[src/rtl/core/bssc_pkg.sv]
// =============================================================================
// bssc_pkg
// Shared widths, codes and controller/datapath command types.
// =============================================================================
package bssc_pkg;

  localparam int TIME_W   = 32;
  localparam int SAMP_W   = 16;
  localparam int TOL_W    = 32;
  localparam int AX_BITS  = 3;
  localparam int OUT_AXES = 3;
  localparam int RES_W    = 64;
  localparam int OUT_LIM  = 32768;

  localparam logic [TOL_W-1:0] TOL_RESET = 32'd65536;

  localparam logic ACT_SAMPLE = 1'b0;
  localparam logic ACT_FLUSH  = 1'b1;

  typedef enum logic [4:0] {
    OP_NONE,
    OP_LOAD,
    OP_FIRST,
    OP_OPEN,
    OP_MUL_A,
    OP_SAVE_A,
    OP_MUL_B,
    OP_TEST,
    OP_EXT,
    OP_EXT_WB,
    OP_CLOSE,
    OP_DIV_HI,
    OP_NARROW_HI,
    OP_DIV_LO,
    OP_NARROW_LO,
    OP_ADVANCE,
    OP_FLUSH_BASE,
    OP_FLUSH_CLR,
    OP_EMIT
  } dp_op_t;

  typedef struct packed {
    dp_op_t             op;
    logic [AX_BITS-1:0] axis;
  } dp_cmd_t;

  typedef struct packed {
    logic flush;
    logic cnt_zero;
    logic cnt_one;
    logic cnt_two;
    logic unit_done;
    logic outside;
  } dp_stat_t;

endpackage

[src/rtl/core/bssc_if.sv]
// =============================================================================
// bssc_in_if / bssc_out_if
// Valid/ready channels for sample items and emitted segment points.
// =============================================================================
interface bssc_in_if;
  import bssc_pkg::*;
  logic                     valid;
  logic                     ready;
  logic                     action;
  logic [TIME_W-1:0]        sample_time;
  logic signed [SAMP_W-1:0] sample_x;
  logic signed [SAMP_W-1:0] sample_y;
  logic signed [SAMP_W-1:0] sample_z;
  modport source (output valid, action, sample_time, sample_x, sample_y, sample_z,
                  input ready);
  modport sink   (input valid, action, sample_time, sample_x, sample_y, sample_z,
                  output ready);
endinterface

interface bssc_out_if;
  import bssc_pkg::*;
  logic                     valid;
  logic                     ready;
  logic [TIME_W-1:0]        point_time;
  logic signed [SAMP_W-1:0] point_x;
  logic signed [SAMP_W-1:0] point_y;
  logic signed [SAMP_W-1:0] point_z;
  logic                     is_final;
  modport source (output valid, point_time, point_x, point_y, point_z, is_final,
                  input ready);
  modport sink   (input valid, point_time, point_x, point_y, point_z, is_final,
                  output ready);
endinterface

[src/rtl/core/bssc_iter.sv]
// =============================================================================
// bssc_iter
// Shared bit-serial unit: saturating multiply (clamp at 2^62) or floor divide
// of a signed operand by an unsigned count.
// =============================================================================
module bssc_iter #(
  parameter int OPW = 36,
  parameter int CB  = 16
) (
  input  logic                           clk,
  input  logic                           rst_n,
  input  logic                           start,
  input  logic                           is_div,
  input  logic signed [OPW-1:0]          opnd,
  input  logic [CB-1:0]                  m,
  output logic                           done,
  output logic signed [bssc_pkg::RES_W-1:0] res
);
  import bssc_pkg::*;

  localparam int PW   = OPW + CB;
  localparam int EW   = (PW > RES_W) ? PW : RES_W;
  localparam int CNTW = $clog2(OPW + 1);
  localparam logic [EW-1:0] LIM = EW'(1) << 62;

  logic                     busy_r, fin_r, done_r, div_r, neg_r;
  logic [CNTW-1:0]          cnt_r;
  logic [PW-1:0]            mcand_r, acc_r;
  logic [CB-1:0]            m_r, rem_r;
  logic [OPW-1:0]           num_r, quo_r;
  logic signed [RES_W-1:0]  res_r;

  logic [OPW-1:0]  mag;
  logic [CB:0]     trial;
  logic            qbit;
  logic [EW-1:0]   pext, pmag;
  logic [OPW:0]    qm;

  always_comb begin
    mag   = opnd[OPW-1] ? OPW'(-opnd) : OPW'(opnd);
    trial = {rem_r, num_r[OPW-1]};
    qbit  = (trial >= {1'b0, m_r});
    pext  = EW'(acc_r);
    pmag  = (pext > LIM) ? LIM : pext;
    qm    = (OPW+1)'(quo_r) + (OPW+1)'(neg_r && (rem_r != '0));
  end

  always_ff @(posedge clk) begin
    if (!rst_n) begin
      busy_r <= 1'b0;
      fin_r  <= 1'b0;
      done_r <= 1'b0;
    end else begin
      done_r <= 1'b0;
      if (start) begin
        busy_r  <= 1'b1;
        div_r   <= is_div;
        neg_r   <= opnd[OPW-1];
        mcand_r <= PW'(mag);
        acc_r   <= '0;
        num_r   <= mag;
        quo_r   <= '0;
        rem_r   <= '0;
        m_r     <= m;
        cnt_r   <= is_div ? CNTW'(OPW) : CNTW'(CB);
      end else if (busy_r) begin
        if (div_r) begin
          rem_r <= qbit ? CB'(trial - {1'b0, m_r}) : trial[CB-1:0];
          quo_r <= {quo_r[OPW-2:0], qbit};
          num_r <= num_r << 1;
        end else begin
          if (m_r[0]) acc_r <= acc_r + mcand_r;
          mcand_r <= mcand_r << 1;
          m_r     <= m_r >> 1;
        end
        cnt_r <= cnt_r - CNTW'(1);
        if (cnt_r == CNTW'(1)) begin
          busy_r <= 1'b0;
          fin_r  <= 1'b1;
        end
      end else if (fin_r) begin
        fin_r  <= 1'b0;
        done_r <= 1'b1;
        if (div_r) begin
          res_r <= neg_r ? -RES_W'(qm) : RES_W'(qm);
        end else begin
          res_r <= neg_r ? -RES_W'(pmag) : RES_W'(pmag);
        end
      end
    end
  end

  assign done = done_r;
  assign res  = res_r;

endmodule

[src/rtl/core/bssc_dp.sv]
// =============================================================================
// bssc_dp
// Datapath: segment state, box bounds, inside test, narrowing, extrapolation
// and the output register.
// =============================================================================
module bssc_dp #(
  parameter int AXES       = 3,
  parameter int FRAC_BITS  = 16,
  parameter int COUNT_BITS = 16
) (
  input  logic                                  clk,
  input  logic                                  rst_n,
  input  bssc_pkg::dp_cmd_t                     cmd,
  output bssc_pkg::dp_stat_t                    stat,
  input  logic                                  cfg_we,
  input  logic [bssc_pkg::TOL_W-1:0]            cfg_wdata,
  input  logic                                  in_action,
  input  logic [bssc_pkg::TIME_W-1:0]           in_sample_time,
  input  logic signed [bssc_pkg::SAMP_W-1:0]    in_sample_x,
  input  logic signed [bssc_pkg::SAMP_W-1:0]    in_sample_y,
  input  logic signed [bssc_pkg::SAMP_W-1:0]    in_sample_z,
  output logic [bssc_pkg::TIME_W-1:0]           out_point_time,
  output logic signed [bssc_pkg::SAMP_W-1:0]    out_point_x,
  output logic signed [bssc_pkg::SAMP_W-1:0]    out_point_y,
  output logic signed [bssc_pkg::SAMP_W-1:0]    out_point_z,
  output logic                                  out_is_final
);
  import bssc_pkg::*;

  localparam int VB  = FRAC_BITS + 18;
  localparam int NW  = ((VB > TOL_W + 1) ? VB : TOL_W + 1) + 2;
  localparam int WW  = RES_W + 2;
  localparam int AXW = (AXES > 1) ? $clog2(AXES) : 1;
  localparam int CB  = COUNT_BITS;
  localparam logic signed [WW-1:0] VMAX = (WW'(1) <<< (VB - 1)) - WW'(1);
  localparam logic signed [WW-1:0] VMIN = -VMAX - WW'(1);
  localparam logic signed [WW-1:0] OMAX = WW'(OUT_LIM - 1);
  localparam logic signed [WW-1:0] OMIN = -WW'(OUT_LIM);

  function automatic logic signed [VB-1:0] sat_vb(input logic signed [WW-1:0] v);
    logic signed [WW-1:0] c;
    c = (v > VMAX) ? VMAX : ((v < VMIN) ? VMIN : v);
    return VB'(c);
  endfunction

  // truncate toward zero, then clamp to the 16-bit output range
  function automatic logic signed [SAMP_W-1:0] to_out(input logic signed [VB-1:0] v);
    logic signed [WW-1:0] w, q;
    w = WW'(v);
    q = (w >= 0) ? (w >>> FRAC_BITS) : -((-w) >>> FRAC_BITS);
    q = (q > OMAX) ? OMAX : ((q < OMIN) ? OMIN : q);
    return SAMP_W'(q);
  endfunction

  logic [TOL_W-1:0]           tol_r;
  logic [CB-1:0]              cnt_r;
  logic [TIME_W-1:0]          prev_r, t_r;
  logic                       act_r, outside_r;
  logic signed [SAMP_W-1:0]   raw_r [OUT_AXES];
  logic signed [VB-1:0]       base_r [AXES];
  logic signed [VB-1:0]       ub_r [AXES];
  logic signed [VB-1:0]       lb_r [AXES];
  logic signed [RES_W-1:0]    p1_r;
  logic [TIME_W-1:0]          pend_time_r;
  logic signed [SAMP_W-1:0]   pend_pt_r [OUT_AXES];
  logic                       pend_fin_r;
  logic [TIME_W-1:0]          o_time_r;
  logic signed [SAMP_W-1:0]   o_pt_r [OUT_AXES];
  logic                       o_fin_r;

  logic signed [WW-1:0]  s_all [AXES];
  logic signed [VB-1:0]  box_hi [AXES];
  logic signed [VB-1:0]  box_lo [AXES];
  logic signed [WW-1:0]  ev;

  genvar g;
  generate
    for (g = 0; g < AXES; g++) begin : g_ax
      if (g < OUT_AXES) begin : g_in
        assign s_all[g] = WW'(raw_r[g]) <<< FRAC_BITS;
      end else begin : g_zero
        assign s_all[g] = '0;
      end
      assign box_hi[g] = sat_vb(s_all[g] + ev);
      assign box_lo[g] = sat_vb(s_all[g] - ev);
    end
  endgenerate

  logic [AXW-1:0]          ax;
  logic                    ax_out;
  logic [1:0]              oax;
  logic signed [WW-1:0]    bv, uv, lv, sv, rw, lhs, rhs, alhs;
  logic signed [VB-1:0]    ext_b, hi_new, lo_new;
  logic [CB-1:0]           d, k;
  logic                    u_start, u_div, u_done;
  logic signed [NW-1:0]    u_opnd;
  logic signed [RES_W-1:0] u_res;

  always_comb begin
    ax     = cmd.axis[AXW-1:0];
    ax_out = (cmd.axis < AX_BITS'(OUT_AXES));
    oax    = cmd.axis[1:0];
    ev     = WW'(tol_r);
    bv     = WW'(base_r[ax]);
    uv     = WW'(ub_r[ax]);
    lv     = WW'(lb_r[ax]);
    sv     = s_all[ax];
    rw     = WW'(u_res);
    d      = cnt_r - CB'(1);
    k      = (act_r == ACT_FLUSH) ? (cnt_r - CB'(1)) : (cnt_r - CB'(2));
    lhs    = WW'(p1_r) + ((sv - bv) <<< 1);
    rhs    = rw + (ev <<< 1);
    alhs   = (lhs < 0) ? -lhs : lhs;
    ext_b  = sat_vb(bv + (rw >>> 1));
    hi_new = sat_vb(bv + rw);
    lo_new = sat_vb(bv - rw);
    u_start = 1'b0;
    u_div   = 1'b0;
    u_opnd  = '0;
    unique case (cmd.op)
      OP_MUL_A: begin u_start = 1'b1; u_opnd = NW'((bv <<< 1) - uv - lv); end
      OP_MUL_B: begin u_start = 1'b1; u_opnd = NW'(uv - lv); end
      OP_EXT:   begin u_start = 1'b1; u_opnd = NW'(uv + lv - (bv <<< 1)); end
      OP_DIV_HI: begin
        u_start = 1'b1; u_div = 1'b1; u_opnd = NW'(sv - bv + ev);
      end
      OP_DIV_LO: begin
        u_start = 1'b1; u_div = 1'b1; u_opnd = NW'(bv + ev - sv);
      end
      default: ;
    endcase
  end

  bssc_iter #(.OPW(NW), .CB(CB)) u_iter (
    .clk    (clk),
    .rst_n  (rst_n),
    .start  (u_start),
    .is_div (u_div),
    .opnd   (u_opnd),
    .m      ((cmd.op == OP_EXT) ? k : d),
    .done   (u_done),
    .res    (u_res)
  );

  always_ff @(posedge clk) begin
    if (!rst_n) begin
      tol_r     <= TOL_RESET;
      cnt_r     <= '0;
      prev_r    <= '0;
      outside_r <= 1'b0;
    end else begin
      if (cfg_we) tol_r <= cfg_wdata;
      unique case (cmd.op)
        OP_LOAD: begin
          act_r     <= in_action;
          t_r       <= in_sample_time;
          raw_r[0]  <= in_sample_x;
          raw_r[1]  <= in_sample_y;
          raw_r[2]  <= in_sample_z;
          outside_r <= 1'b0;
          for (int i = 0; i < OUT_AXES; i++) pend_pt_r[i] <= '0;
          if (in_action == ACT_SAMPLE && cnt_r != '1) cnt_r <= cnt_r + CB'(1);
        end
        OP_FIRST: begin
          for (int i = 0; i < AXES; i++) base_r[i] <= VB'(s_all[i]);
          for (int i = 0; i < OUT_AXES; i++) pend_pt_r[i] <= raw_r[i];
          prev_r      <= t_r;
          pend_time_r <= t_r;
          pend_fin_r  <= 1'b0;
        end
        OP_OPEN: begin
          for (int i = 0; i < AXES; i++) begin
            ub_r[i] <= box_hi[i];
            lb_r[i] <= box_lo[i];
          end
          prev_r <= t_r;
        end
        OP_SAVE_A: p1_r <= u_res;
        OP_TEST:   if (alhs >= rhs) outside_r <= 1'b1;
        OP_EXT_WB: begin
          if (act_r == ACT_SAMPLE) base_r[ax] <= ext_b;
          if (ax_out) pend_pt_r[oax] <= to_out(ext_b);
        end
        OP_CLOSE: begin
          for (int i = 0; i < AXES; i++) begin
            ub_r[i] <= box_hi[i];
            lb_r[i] <= box_lo[i];
          end
          pend_time_r <= prev_r;
          pend_fin_r  <= 1'b0;
          prev_r      <= t_r;
          cnt_r       <= CB'(2);
        end
        OP_NARROW_HI: if (hi_new < ub_r[ax]) ub_r[ax] <= hi_new;
        OP_NARROW_LO: if (lo_new > lb_r[ax]) lb_r[ax] <= lo_new;
        OP_ADVANCE:   prev_r <= t_r;
        OP_FLUSH_BASE: begin
          for (int i = 0; i < OUT_AXES; i++) begin
            pend_pt_r[i] <= (i < AXES) ? to_out(base_r[i % AXES]) : '0;
          end
        end
        OP_FLUSH_CLR: begin
          pend_time_r <= prev_r;
          pend_fin_r  <= 1'b1;
          cnt_r       <= '0;
          prev_r      <= '0;
        end
        OP_EMIT: begin
          o_time_r <= pend_time_r;
          o_fin_r  <= pend_fin_r;
          for (int i = 0; i < OUT_AXES; i++) o_pt_r[i] <= pend_pt_r[i];
        end
        default: ;
      endcase
    end
  end

  always_comb begin
    stat.flush     = (act_r == ACT_FLUSH);
    stat.cnt_zero  = (cnt_r == CB'(0));
    stat.cnt_one   = (cnt_r == CB'(1));
    stat.cnt_two   = (cnt_r == CB'(2));
    stat.unit_done = u_done;
    stat.outside   = outside_r;
  end

  assign out_point_time = o_time_r;
  assign out_point_x    = o_pt_r[0];
  assign out_point_y    = o_pt_r[1];
  assign out_point_z    = o_pt_r[2];
  assign out_is_final   = o_fin_r;

endmodule

[src/rtl/core/bssc_ctrl.sv]
// =============================================================================
// bssc_ctrl
// Sequencer: walks the axes through test, then narrow or extrapolate and close,
// handles flushes, and owns the channel handshakes.
// =============================================================================
module bssc_ctrl #(
  parameter int AXES = 3
) (
  input  logic                clk,
  input  logic                rst_n,
  input  logic                in_valid,
  output logic                in_ready,
  output logic                out_valid,
  input  logic                out_ready,
  output bssc_pkg::dp_cmd_t   cmd,
  input  bssc_pkg::dp_stat_t  stat
);
  import bssc_pkg::*;

  localparam logic [AX_BITS-1:0] AX_LAST = AX_BITS'(AXES - 1);

  typedef enum logic [4:0] {
    S_IDLE, S_DISP, S_MA, S_MA_W, S_MB, S_MB_W, S_DECIDE, S_EXT, S_EXT_W,
    S_CLOSE, S_DH, S_DH_W, S_DL, S_DL_W, S_ADV, S_FCLR, S_EMIT
  } state_t;

  state_t             state_r, state_nxt;
  logic [AX_BITS-1:0] ax_r, ax_nxt;
  logic               out_valid_r, out_valid_nxt;
  dp_op_t             op;

  always_comb begin
    state_nxt     = state_r;
    ax_nxt        = ax_r;
    op            = OP_NONE;
    out_valid_nxt = out_valid_r && !out_ready;
    unique case (state_r)
      S_IDLE: if (in_valid) begin
        op = OP_LOAD;
        state_nxt = S_DISP;
      end
      S_DISP: begin
        ax_nxt = '0;
        priority if (stat.flush && stat.cnt_zero) begin
          op = OP_FLUSH_CLR; state_nxt = S_IDLE;
        end else if (stat.flush && stat.cnt_one) begin
          op = OP_FLUSH_BASE; state_nxt = S_FCLR;
        end else if (stat.flush) begin
          state_nxt = S_EXT;
        end else if (stat.cnt_one) begin
          op = OP_FIRST; state_nxt = S_EMIT;
        end else if (stat.cnt_two) begin
          op = OP_OPEN; state_nxt = S_IDLE;
        end else begin
          state_nxt = S_MA;
        end
      end
      S_MA: begin op = OP_MUL_A; state_nxt = S_MA_W; end
      S_MA_W: if (stat.unit_done) begin op = OP_SAVE_A; state_nxt = S_MB; end
      S_MB: begin op = OP_MUL_B; state_nxt = S_MB_W; end
      S_MB_W: if (stat.unit_done) begin
        op = OP_TEST;
        if (ax_r == AX_LAST) state_nxt = S_DECIDE;
        else begin ax_nxt = ax_r + AX_BITS'(1); state_nxt = S_MA; end
      end
      S_DECIDE: begin
        ax_nxt    = '0;
        state_nxt = stat.outside ? S_EXT : S_DH;
      end
      S_EXT: begin op = OP_EXT; state_nxt = S_EXT_W; end
      S_EXT_W: if (stat.unit_done) begin
        op = OP_EXT_WB;
        if (ax_r == AX_LAST) state_nxt = stat.flush ? S_FCLR : S_CLOSE;
        else begin ax_nxt = ax_r + AX_BITS'(1); state_nxt = S_EXT; end
      end
      S_CLOSE: begin op = OP_CLOSE; state_nxt = S_EMIT; end
      S_DH: begin op = OP_DIV_HI; state_nxt = S_DH_W; end
      S_DH_W: if (stat.unit_done) begin op = OP_NARROW_HI; state_nxt = S_DL; end
      S_DL: begin op = OP_DIV_LO; state_nxt = S_DL_W; end
      S_DL_W: if (stat.unit_done) begin
        op = OP_NARROW_LO;
        if (ax_r == AX_LAST) state_nxt = S_ADV;
        else begin ax_nxt = ax_r + AX_BITS'(1); state_nxt = S_DH; end
      end
      S_ADV: begin op = OP_ADVANCE; state_nxt = S_IDLE; end
      S_FCLR: begin op = OP_FLUSH_CLR; state_nxt = S_EMIT; end
      S_EMIT: if (!out_valid_r || out_ready) begin
        op = OP_EMIT;
        out_valid_nxt = 1'b1;
        state_nxt = S_IDLE;
      end
      default: state_nxt = S_IDLE;
    endcase
  end

  always_ff @(posedge clk) begin
    if (!rst_n) begin
      state_r     <= S_IDLE;
      ax_r        <= '0;
      out_valid_r <= 1'b0;
    end else begin
      state_r     <= state_nxt;
      ax_r        <= ax_nxt;
      out_valid_r <= out_valid_nxt;
    end
  end

  assign in_ready  = (state_r == S_IDLE);
  assign out_valid = out_valid_r;
  assign cmd.op    = op;
  assign cmd.axis  = ax_r;

endmodule

[src/rtl/core/bounded_slope_stream_compressor_top.sv]
// Sequence: a first sample is stored for output; a flush with samples held extrapolates
//   each axis, or takes the base, then clears and emits; a closing sample tests and
//   extrapolates each axis, then closes and emits; a narrowing sample tests, then
//   divides, on each axis. Items: one at a time, the bit-serial unit setting the rate.
// Reset: synchronous; count and previous time cleared, tolerance 1.0 LSB, no clearing pass.
// =============================================================================
// bounded_slope_stream_compressor_top
// Swing-filter compression of timestamped three-axis samples into segments.
// =============================================================================
module bounded_slope_stream_compressor_top #(
  parameter int AXES       = 3,
  parameter int FRAC_BITS  = 16,
  parameter int COUNT_BITS = 16
) (
  input  logic                         clk,
  input  logic                         rst_n,
  bssc_in_if.sink                      in_ch,
  bssc_out_if.source                   out_ch,
  input  logic                         cfg_we,
  input  logic [bssc_pkg::TOL_W-1:0]   cfg_wdata
);
  import bssc_pkg::*;

  dp_cmd_t  cmd;
  dp_stat_t stat;

  bssc_ctrl #(.AXES(AXES)) u_ctrl (
    .clk       (clk),
    .rst_n     (rst_n),
    .in_valid  (in_ch.valid),
    .in_ready  (in_ch.ready),
    .out_valid (out_ch.valid),
    .out_ready (out_ch.ready),
    .cmd       (cmd),
    .stat      (stat)
  );

  bssc_dp #(.AXES(AXES), .FRAC_BITS(FRAC_BITS), .COUNT_BITS(COUNT_BITS)) u_dp (
    .clk            (clk),
    .rst_n          (rst_n),
    .cmd            (cmd),
    .stat           (stat),
    .cfg_we         (cfg_we),
    .cfg_wdata      (cfg_wdata),
    .in_action      (in_ch.action),
    .in_sample_time (in_ch.sample_time),
    .in_sample_x    (in_ch.sample_x),
    .in_sample_y    (in_ch.sample_y),
    .in_sample_z    (in_ch.sample_z),
    .out_point_time (out_ch.point_time),
    .out_point_x    (out_ch.point_x),
    .out_point_y    (out_ch.point_y),
    .out_point_z    (out_ch.point_z),
    .out_is_final   (out_ch.is_final)
  );

endmodule

[src/flat_wrapper.sv]
// flat-port wrapper written by rule: the top's interface ports become plain ports
module bounded_slope_stream_compressor_top_flat import bssc_pkg::*;
#(
  parameter int AXES       = 3,
  parameter int FRAC_BITS  = 16,
  parameter int COUNT_BITS = 16
)
  (clk, rst_n, cfg_we, cfg_wdata, in_ch_valid, in_ch_action, in_ch_sample_time, in_ch_sample_x, in_ch_sample_y, in_ch_sample_z, in_ch_ready, out_ch_valid, out_ch_point_time, out_ch_point_x, out_ch_point_y, out_ch_point_z, out_ch_is_final, out_ch_ready);
  bssc_in_if in_ch_i ();
  bssc_out_if out_ch_i ();
  input  logic clk;
  input  logic rst_n;
  input  logic cfg_we;
  input  logic [bssc_pkg::TOL_W-1:0] cfg_wdata;
  input wire logic [$bits(in_ch_i.valid)-1:0] in_ch_valid;
  input wire logic [$bits(in_ch_i.action)-1:0] in_ch_action;
  input wire logic [$bits(in_ch_i.sample_time)-1:0] in_ch_sample_time;
  input wire logic [$bits(in_ch_i.sample_x)-1:0] in_ch_sample_x;
  input wire logic [$bits(in_ch_i.sample_y)-1:0] in_ch_sample_y;
  input wire logic [$bits(in_ch_i.sample_z)-1:0] in_ch_sample_z;
  output wire logic [$bits(in_ch_i.ready)-1:0] in_ch_ready;
  output wire logic [$bits(out_ch_i.valid)-1:0] out_ch_valid;
  output wire logic [$bits(out_ch_i.point_time)-1:0] out_ch_point_time;
  output wire logic [$bits(out_ch_i.point_x)-1:0] out_ch_point_x;
  output wire logic [$bits(out_ch_i.point_y)-1:0] out_ch_point_y;
  output wire logic [$bits(out_ch_i.point_z)-1:0] out_ch_point_z;
  output wire logic [$bits(out_ch_i.is_final)-1:0] out_ch_is_final;
  input wire logic [$bits(out_ch_i.ready)-1:0] out_ch_ready;
  assign in_ch_i.valid = in_ch_valid;
  assign in_ch_i.action = in_ch_action;
  assign in_ch_i.sample_time = in_ch_sample_time;
  assign in_ch_i.sample_x = in_ch_sample_x;
  assign in_ch_i.sample_y = in_ch_sample_y;
  assign in_ch_i.sample_z = in_ch_sample_z;
  assign in_ch_ready = in_ch_i.ready;
  assign out_ch_valid = out_ch_i.valid;
  assign out_ch_point_time = out_ch_i.point_time;
  assign out_ch_point_x = out_ch_i.point_x;
  assign out_ch_point_y = out_ch_i.point_y;
  assign out_ch_point_z = out_ch_i.point_z;
  assign out_ch_is_final = out_ch_i.is_final;
  assign out_ch_i.ready = out_ch_ready;
  bounded_slope_stream_compressor_top #(.AXES(AXES), .FRAC_BITS(FRAC_BITS), .COUNT_BITS(COUNT_BITS)) u_core (.clk(clk), .rst_n(rst_n), .in_ch(in_ch_i), .out_ch(out_ch_i), .cfg_we(cfg_we), .cfg_wdata(cfg_wdata));
endmodule
[config.mk]
export PLATFORM = sky130hd
export DESIGN_NAME = bounded_slope_stream_compressor_top_flat
export DESIGN_NICKNAME = d
export VERILOG_FILES = /design/src/rtl/core/bssc_pkg.sv /design/src/rtl/core/bssc_if.sv /design/src/rtl/core/bssc_iter.sv /design/src/rtl/core/bssc_dp.sv /design/src/rtl/core/bssc_ctrl.sv /design/src/rtl/core/bounded_slope_stream_compressor_top.sv /design/src/flat_wrapper.sv
export SDC_FILE = /design/constraint.sdc
export NUM_CORES = 2
export LEC_CHECK = 0
export ABC_AREA = 1
export CORE_ASPECT_RATIO = 0.8
export CORE_UTILIZATION = 30
export CTS_BUF_LIST = sky130_fd_sc_hd__clkbuf_4
export DETAILED_ROUTE_END_ITERATION = 12
export DONT_BUFFER_PORTS = 1
export GPL_TIMING_DRIVEN = 0
export SLEW_MARGIN = 20
export SYNTH_ARGS = -nofsm -noshare
export SYNTH_HDL_FRONTEND = slang
export SYNTH_SLANG_ARGS = --single-unit
[constraint.sdc]
create_clock -name clk -period 21 [get_ports clk]
set_input_delay 2.1 -clock clk [delete_from_list [all_inputs] [get_ports clk]]
set_output_delay 2.1 -clock clk [all_outputs]
set_load 0.005 [all_outputs]
# [After elaboration in Yosys (flattened, before gate mapping)]
# Memories as Yosys holds them, arrays and structs flattened. A register that Yosys moved wholly into a read port is not among the register bits.
# Cells that the tools add are included.
[classes] bitwise_logic=17 add_sub_neg=40 n_eq_ne=52 mux=176 reduce_logical=49 magnitude_cmp=37
[op_table] op="2-to-1 mux 34 bit" n=27
[op_table] op="2-to-1 mux 16 bit" n=24
[op_table] op="2-to-1 mux 66 bit" n=5
[op_table] op="> comparator 66 x 16 -> 1 bit, second input constant" n=4
[op_table] op="less-than comparator 66 x 16 -> 1 bit, second input constant" n=4
[op_table] op="negation 34 -> 66 bit" n=4
[op_table] op="negation 50 -> 66 bit" n=4
[op_table] op="2-to-1 mux 52 bit" n=5
[op_table] op="2-to-1 mux 36 bit" n=7
[op_table] op="> comparator 34 bit, second input constant" n=6
[op_table] op="less-than comparator 34 bit, second input constant" n=6
[op_table] op="2-to-1 mux 64 bit" n=3
[op_table] op="case mux 36 bit (5 select lines)" n=1
[op_table] op=">= comparator 34 x 1 -> 1 bit, second input constant" n=4
[op_table] op="binary-select mux 66 bit (select 2 bit)" n=1
[op_table] op="> comparator 65 x 34 -> 1 bit, second input constant" n=2
[op_table] op="less-than comparator 65 x 34 -> 1 bit, second input constant" n=2
[op_table] op="2-to-1 mux 65 bit" n=2
[op_table] op="case mux 32 bit (2 select lines)" n=2
[op_table] op="adder 32 x 33 -> 34 bit" n=3
[op_table] op="OR reduction 34 bit" n=3
[op_table] op="subtractor 32 x 33 -> 34 bit" n=3
[op_table] op="equality test 5 x 4 -> 1 bit, second input constant" n=16
[op_table] op="case mux 5 bit (16 select lines)" n=1
[op_table] op="76 further kinds" n=232
[word_totals] ramBits=450 wordCells=405 ff_bits=536 mem_count=6
[mem_list] memory="u_core.u_dp.base_r" words=3 width=34 rd=4 rd_clocked_by_memory_dff=1 write_ports=3 line="bssc_dp.sv:60" rtl="logic signed [VB-1:0] base_r [AXES];"
[mem_list] memory="u_core.u_dp.lb_r" words=3 width=34 rd=1 rd_clocked_by_memory_dff=1 write_ports=3 line="bssc_dp.sv:62" rtl="logic signed [VB-1:0] lb_r [AXES];"
[mem_list] memory="u_core.u_dp.ub_r" words=3 width=34 rd=1 rd_clocked_by_memory_dff=1 write_ports=3 line="bssc_dp.sv:61" rtl="logic signed [VB-1:0] ub_r [AXES];"
[mem_list] memory="u_core.u_dp.o_pt_r" words=3 width=16 rd=3 rd_clocked_by_memory_dff=0 write_ports=3 line="bssc_dp.sv:68" rtl="logic signed [SAMP_W-1:0] o_pt_r [OUT_AXES];"
[mem_list] memory="u_core.u_dp.pend_pt_r" words=3 width=16 rd=3 rd_clocked_by_memory_dff=0 write_ports=3 line="bssc_dp.sv:65" rtl="logic signed [SAMP_W-1:0] pend_pt_r [OUT_AXES];"
[mem_list] memory="u_core.u_dp.raw_r" words=3 width=16 rd=3 rd_clocked_by_memory_dff=0 write_ports=3 line="bssc_dp.sv:59" rtl="logic signed [SAMP_W-1:0] raw_r [OUT_AXES];"

# [Logic depth before layout (Yosys ltp)]
[logic_depth] ltp_word=14 depth_mapped=61 mapped_depth_nobuf=58

# [By module]
# Synthesis repeated with hierarchy kept, for this count alone.
[unflattened] cells_unflattened=14158 hier_area_um2=100371.3
[by_module_without_submodules] mod="bssc_dp" area_each_um2=79615.1 cells_each=11292 n_inst=1
[by_module_without_submodules] mod="bssc_iter" area_each_um2=19796.5 cells_each=2690 n_inst=1
[by_module_without_submodules] mod="bssc_ctrl" area_each_um2=959.7 cells_each=176 n_inst=1

# [Least setup slack after synthesis]
# OpenSTA, ideal clock, no wires.
[synth_timing] kind="register -> register" startpoint="register (tool-made name)" endpoint="memory u_core.u_dp.ub_r[3][0] (netlist bit), enable pin" n_path_buf=8 path_slack_ns=9.418 path_stages_with_launch=41 setup_ns=0.468 arrival_ns=11.114 cell_sequence="dfxtp_1 -> buf_4 -> buf_4 -> clkbuf_1 -> clkbuf_1 -> clkbuf_1 -> nand2_1 -> a32oi_1 -> ha_1 -> buf_4 -> nor2_2 -> inv_2 -> nor2_2 -> inv_2 -> nor2_1 -> nand2_1 -> inv_1 -> nand4_1 -> (+5 left out) -> nand3_1 -> nand2_1 -> inv_1 -> clkbuf_1 -> clkbuf_1 -> o21ai_1 -> ha_1 -> nand2_1 -> nor2_1 -> a211oi_1 -> o221ai_1 -> nand2_1 -> o211ai_1 -> a31oi_1 -> nand2_1 -> nand2_1 -> inv_1 -> nor3_1"
[synth_lines] element="end: declaration" line="bssc_dp.sv:61"

==> impl_metrics.py <==
metrics = {
    "synth": {
        "synthFlopType": "edfxtp_1",
        "syn_avg_cell_area_um2": 7.07,
        "synth_area_um2": 99000,
        "synthDistinctLibCells": 79,
        "synth_top_cell_by_area": "edfxtp_1",
        "synth_edf_count": 995,
        "synthTopCellsByCount": "3673 x nand2_1, 2045 x inv_1, 1332 x nor2_1",
        "ys_seq_area_share_pct": 32.1,
        "synth.most_common_cell": "nand2_1",
        "synth_top_cell_area_share_pct": 30.2,
        "synth-async-reset-ratio_pct": 0,
        "synth_area_leaders": "edfxtp_1 30%, nand2_1 14%, ha_1 10%, inv_1 7.8%, a21oi_1 5.9%",
        "ys_warn_count": 0,
        "synth_cells": 14000,
        "synth_nets": 15000,
        "synth_seq_cells": 1090,
    },
    "finish": {
        "fillers": 35700,
        "syn_to_final_growth_pct": 11.3,
        "drive_above_1_share_pct": 6.90,
        "final_nets": 15400,
        "fin_area_um2": 110000,
    },
    "sta": {
        "post-route-period-util_pct": 80.9,
        "finalWorstSetupSlack_ns": 4.00,
        "relSlewSlack_pct": 12.9,
        "fmaxAchievable_ghz": 0.0588,
        "rsz0062_at_grt": "no",
        "hold_viol_final": 0,
        "skew_ns": 0.183,
        "worst_slew_pin_slew_ns": 1.31,
        "fin_crit_ns": 17.00,
        "final_max_slew_viol_count": 0,
        "setup-tns-final_ns": 0,
        "setup_viol": 0,
    },
    "grt": {
        "antenna_found_initial": 56,
        "first_global_vias": 89000,
        "grt_max_degree": 46,
        "overflow": 0,
        "grt_pass1_wl_um": 632000,
        "grt_use_total_pct": 26.1,
    },
    "clocking": {
        "cts_max_level": 5,
        "numCtsBuffers": 305,
        "post_cts_buffers": 0,
        "cts_tree": "yes",
        "clockBufferDepth": 4,
        "cts.sinks": 1090,
        "insertion_delay_ns": 1.38,
        "hold_buffers": 0,
        "clk_pin_slew_ns": 0.06,
        "cts-resized-gates": 0,
        "cts_root_buffer": "clkbuf_4",
    },
    "detailed_routing": {
        "drt-initial-drc-count": 13900,
        "routedWlPerCell_um": 23.8,
        "via_count": 100000,
        "viasPerCell": 5.27,
        "routed_wl_um": 453000,
        "dr.pass1.iters": 6,
        "drc_errors": 0,
        "ant_nets": 0,
    },
    "power_and_ir_drop": {
        "ir_drop_mv": 0.138,
        "p_per_area_nw_per_um2": 167,
        "fin_total_pwr_mw": 18.4,
        "p_leak_nw": 51.0,
    },
    "run": {
        "drv_cap": 0,
    },
    "critical_path": {
        "critical_path_class": "flip-flop to flip-flop",
        "worstSetupStartpointType": "flip-flop",
        "required_ns": 21.95,
        "cp_max_fo": 23,
        "cpMostUsedCell": "nand2_1",
        "path_delay_family": "simple AND/OR/NAND/NOR gates",
        "crit_arrival_ns": 17.95,
        "crit_buf_inv": 9,
        "worst_path_max_delay_cell": "and2_1",
        "max_stage_delay_ns": 0.97,
        "end_kind": "flip-flop",
    },
    "floorplanning": {
        "core-area_um2": 328000,
        "fp-row-count": 188,
        "dieHeight_um": 516,
        "io_pins": 201,
        "start_util_pct": 30.2,
        "dieArea_um2": 332000,
        "dieWidth_um": 644,
    },
    "place": {
        "numPortBuffers": 0,
        "preCtsSetupSlack_ns": 5.14,
        "detailed_place_hpwl_um": 379000,
        "place_area_um2": 106000,
        "place_congestion": 1.06,
    },
    "worst_hold_path": {
        "hold_class": "flip-flop to flip-flop",
    },
    "run_status": {
        "status": "finished clean",
    },
}
registers in the layout, indices dropped and copies added, names as in the netlist, 32 cells and up, named ones only:
register / count
u_core.u_dp.u_iter.num_r: 36
u_core.u_dp.pend_time_r: 32
u_core.u_dp.pend_pt_r: 48
u_core.u_dp.tol_r: 32
u_core.u_dp.raw_r: 48
u_core.u_dp.prev_r: 32
u_core.u_dp.u_iter.mcand_r: 52
u_core.u_dp.p1_r: 64
u_core.u_dp.o_pt_r: 48
u_core.u_dp.out_point_time: 32
u_core.u_dp.ub_r: 136
u_core.u_dp.u_iter.res: 64
u_core.u_dp.u_iter.quo_r: 36
u_core.u_dp.lb_r: 136
u_core.u_dp.t_r: 32
u_core.u_dp.u_iter.acc_r: 52
u_core.u_dp.base_r: 136
placed cells by master (no fill, tap or decap), types with 433 or more instances in the layout:
cell,Yosys,final
a21oi_1,1159,1153
nand2_1,3673,3664
nand3_1,606,606
inv_1,2045,2045
xor2_1,485,485
clkbuf_4,0,433
o21ai_0,889,859
nor2_1,1332,1324
ha_1,822,822
edfxtp_1,995,995
layout make-up:
type	count	area, µm²	area share, %
Antenna cell	27	67.6	0.0613
Inverter	2129	7990	7.26
Sequential cell	1090	31800	28.9
Clock inverter	95	581	0.527
Timing Repair Buffer	107	1420	1.29
Buffer	385	1770	1.61
Clock buffer	433	3250	2.95
Tap cell	4370	5470	4.96
Multi-Input combinational cell	10400	57800	52.5
metal layers:
layer  vias up  global-route usage, %  share of wire, %
met2      5474                   35.1                38
met3       673                   9.38                14
met1     47000                   38.6                45
met4        50                   6.71               2.8
met5         -                   1.42              0.24
li1      47200                      -                 -
path summary, 6_finish.rpt:
check | startpoint | endpoint | slack, ns | cells past startpoint
max | flip-flop | u_core.u_dp.lb_r[0][10] | 4.00 | 44
min | u_core.u_dp.pend_time_r[2] | u_core.u_dp.out_point_time[2] | 0.32 | 0
max reg2reg | flip-flop | u_core.u_dp.lb_r[0][10] | 4.00 | 44
min reg2reg | u_core.u_dp.pend_time_r[2] | u_core.u_dp.out_point_time[2] | 0.32 | 0
worst reg2reg max path: cells and delay by family, from the launching register on:
kind	cells	cell delay, ns
xor gates and xnor gates	2	0.35
buffers and inverters	9	3.24
DFF	1	0.33
and+or+nand+nor	17	6.05
AOI/OAI and AO/OA	14	5.87
adders and majority gates	2	0.76
logic make-up after synthesis:
| logic type | after synthesis | synth area share (%) |
|---|---|---|
| buf+inv | 2514 | 9.85 |
| xor+xnor | 590 | 5.22 |
| simple gates | 6295 | 26.3 |
| mux | 4 | 0.0405 |
| compound gates | 2626 | 14.8 |
| flops | 1090 | 32.1 |
| fa+ha+maj | 886 | 11.7 |
power by group:
part,switching [mW],internal (mW)
Clock,1.06,1.02
Combinational,9.50,3.85
Sequential,0.179,2.76
Total,10.7,7.63
metrics by stage:
stage	utilization, %	instances	hold WS (ns)
floorplan	-	14000	0.400
global placement	31.8	18400	0.400
detailed placement	32.4	18500	0.405
CTS	33.5	19000	0.316
global route	33.5	19000	0.331
finish	33.6	19000	0.318
Note: power is estimated with default switching activity, not from simulation.
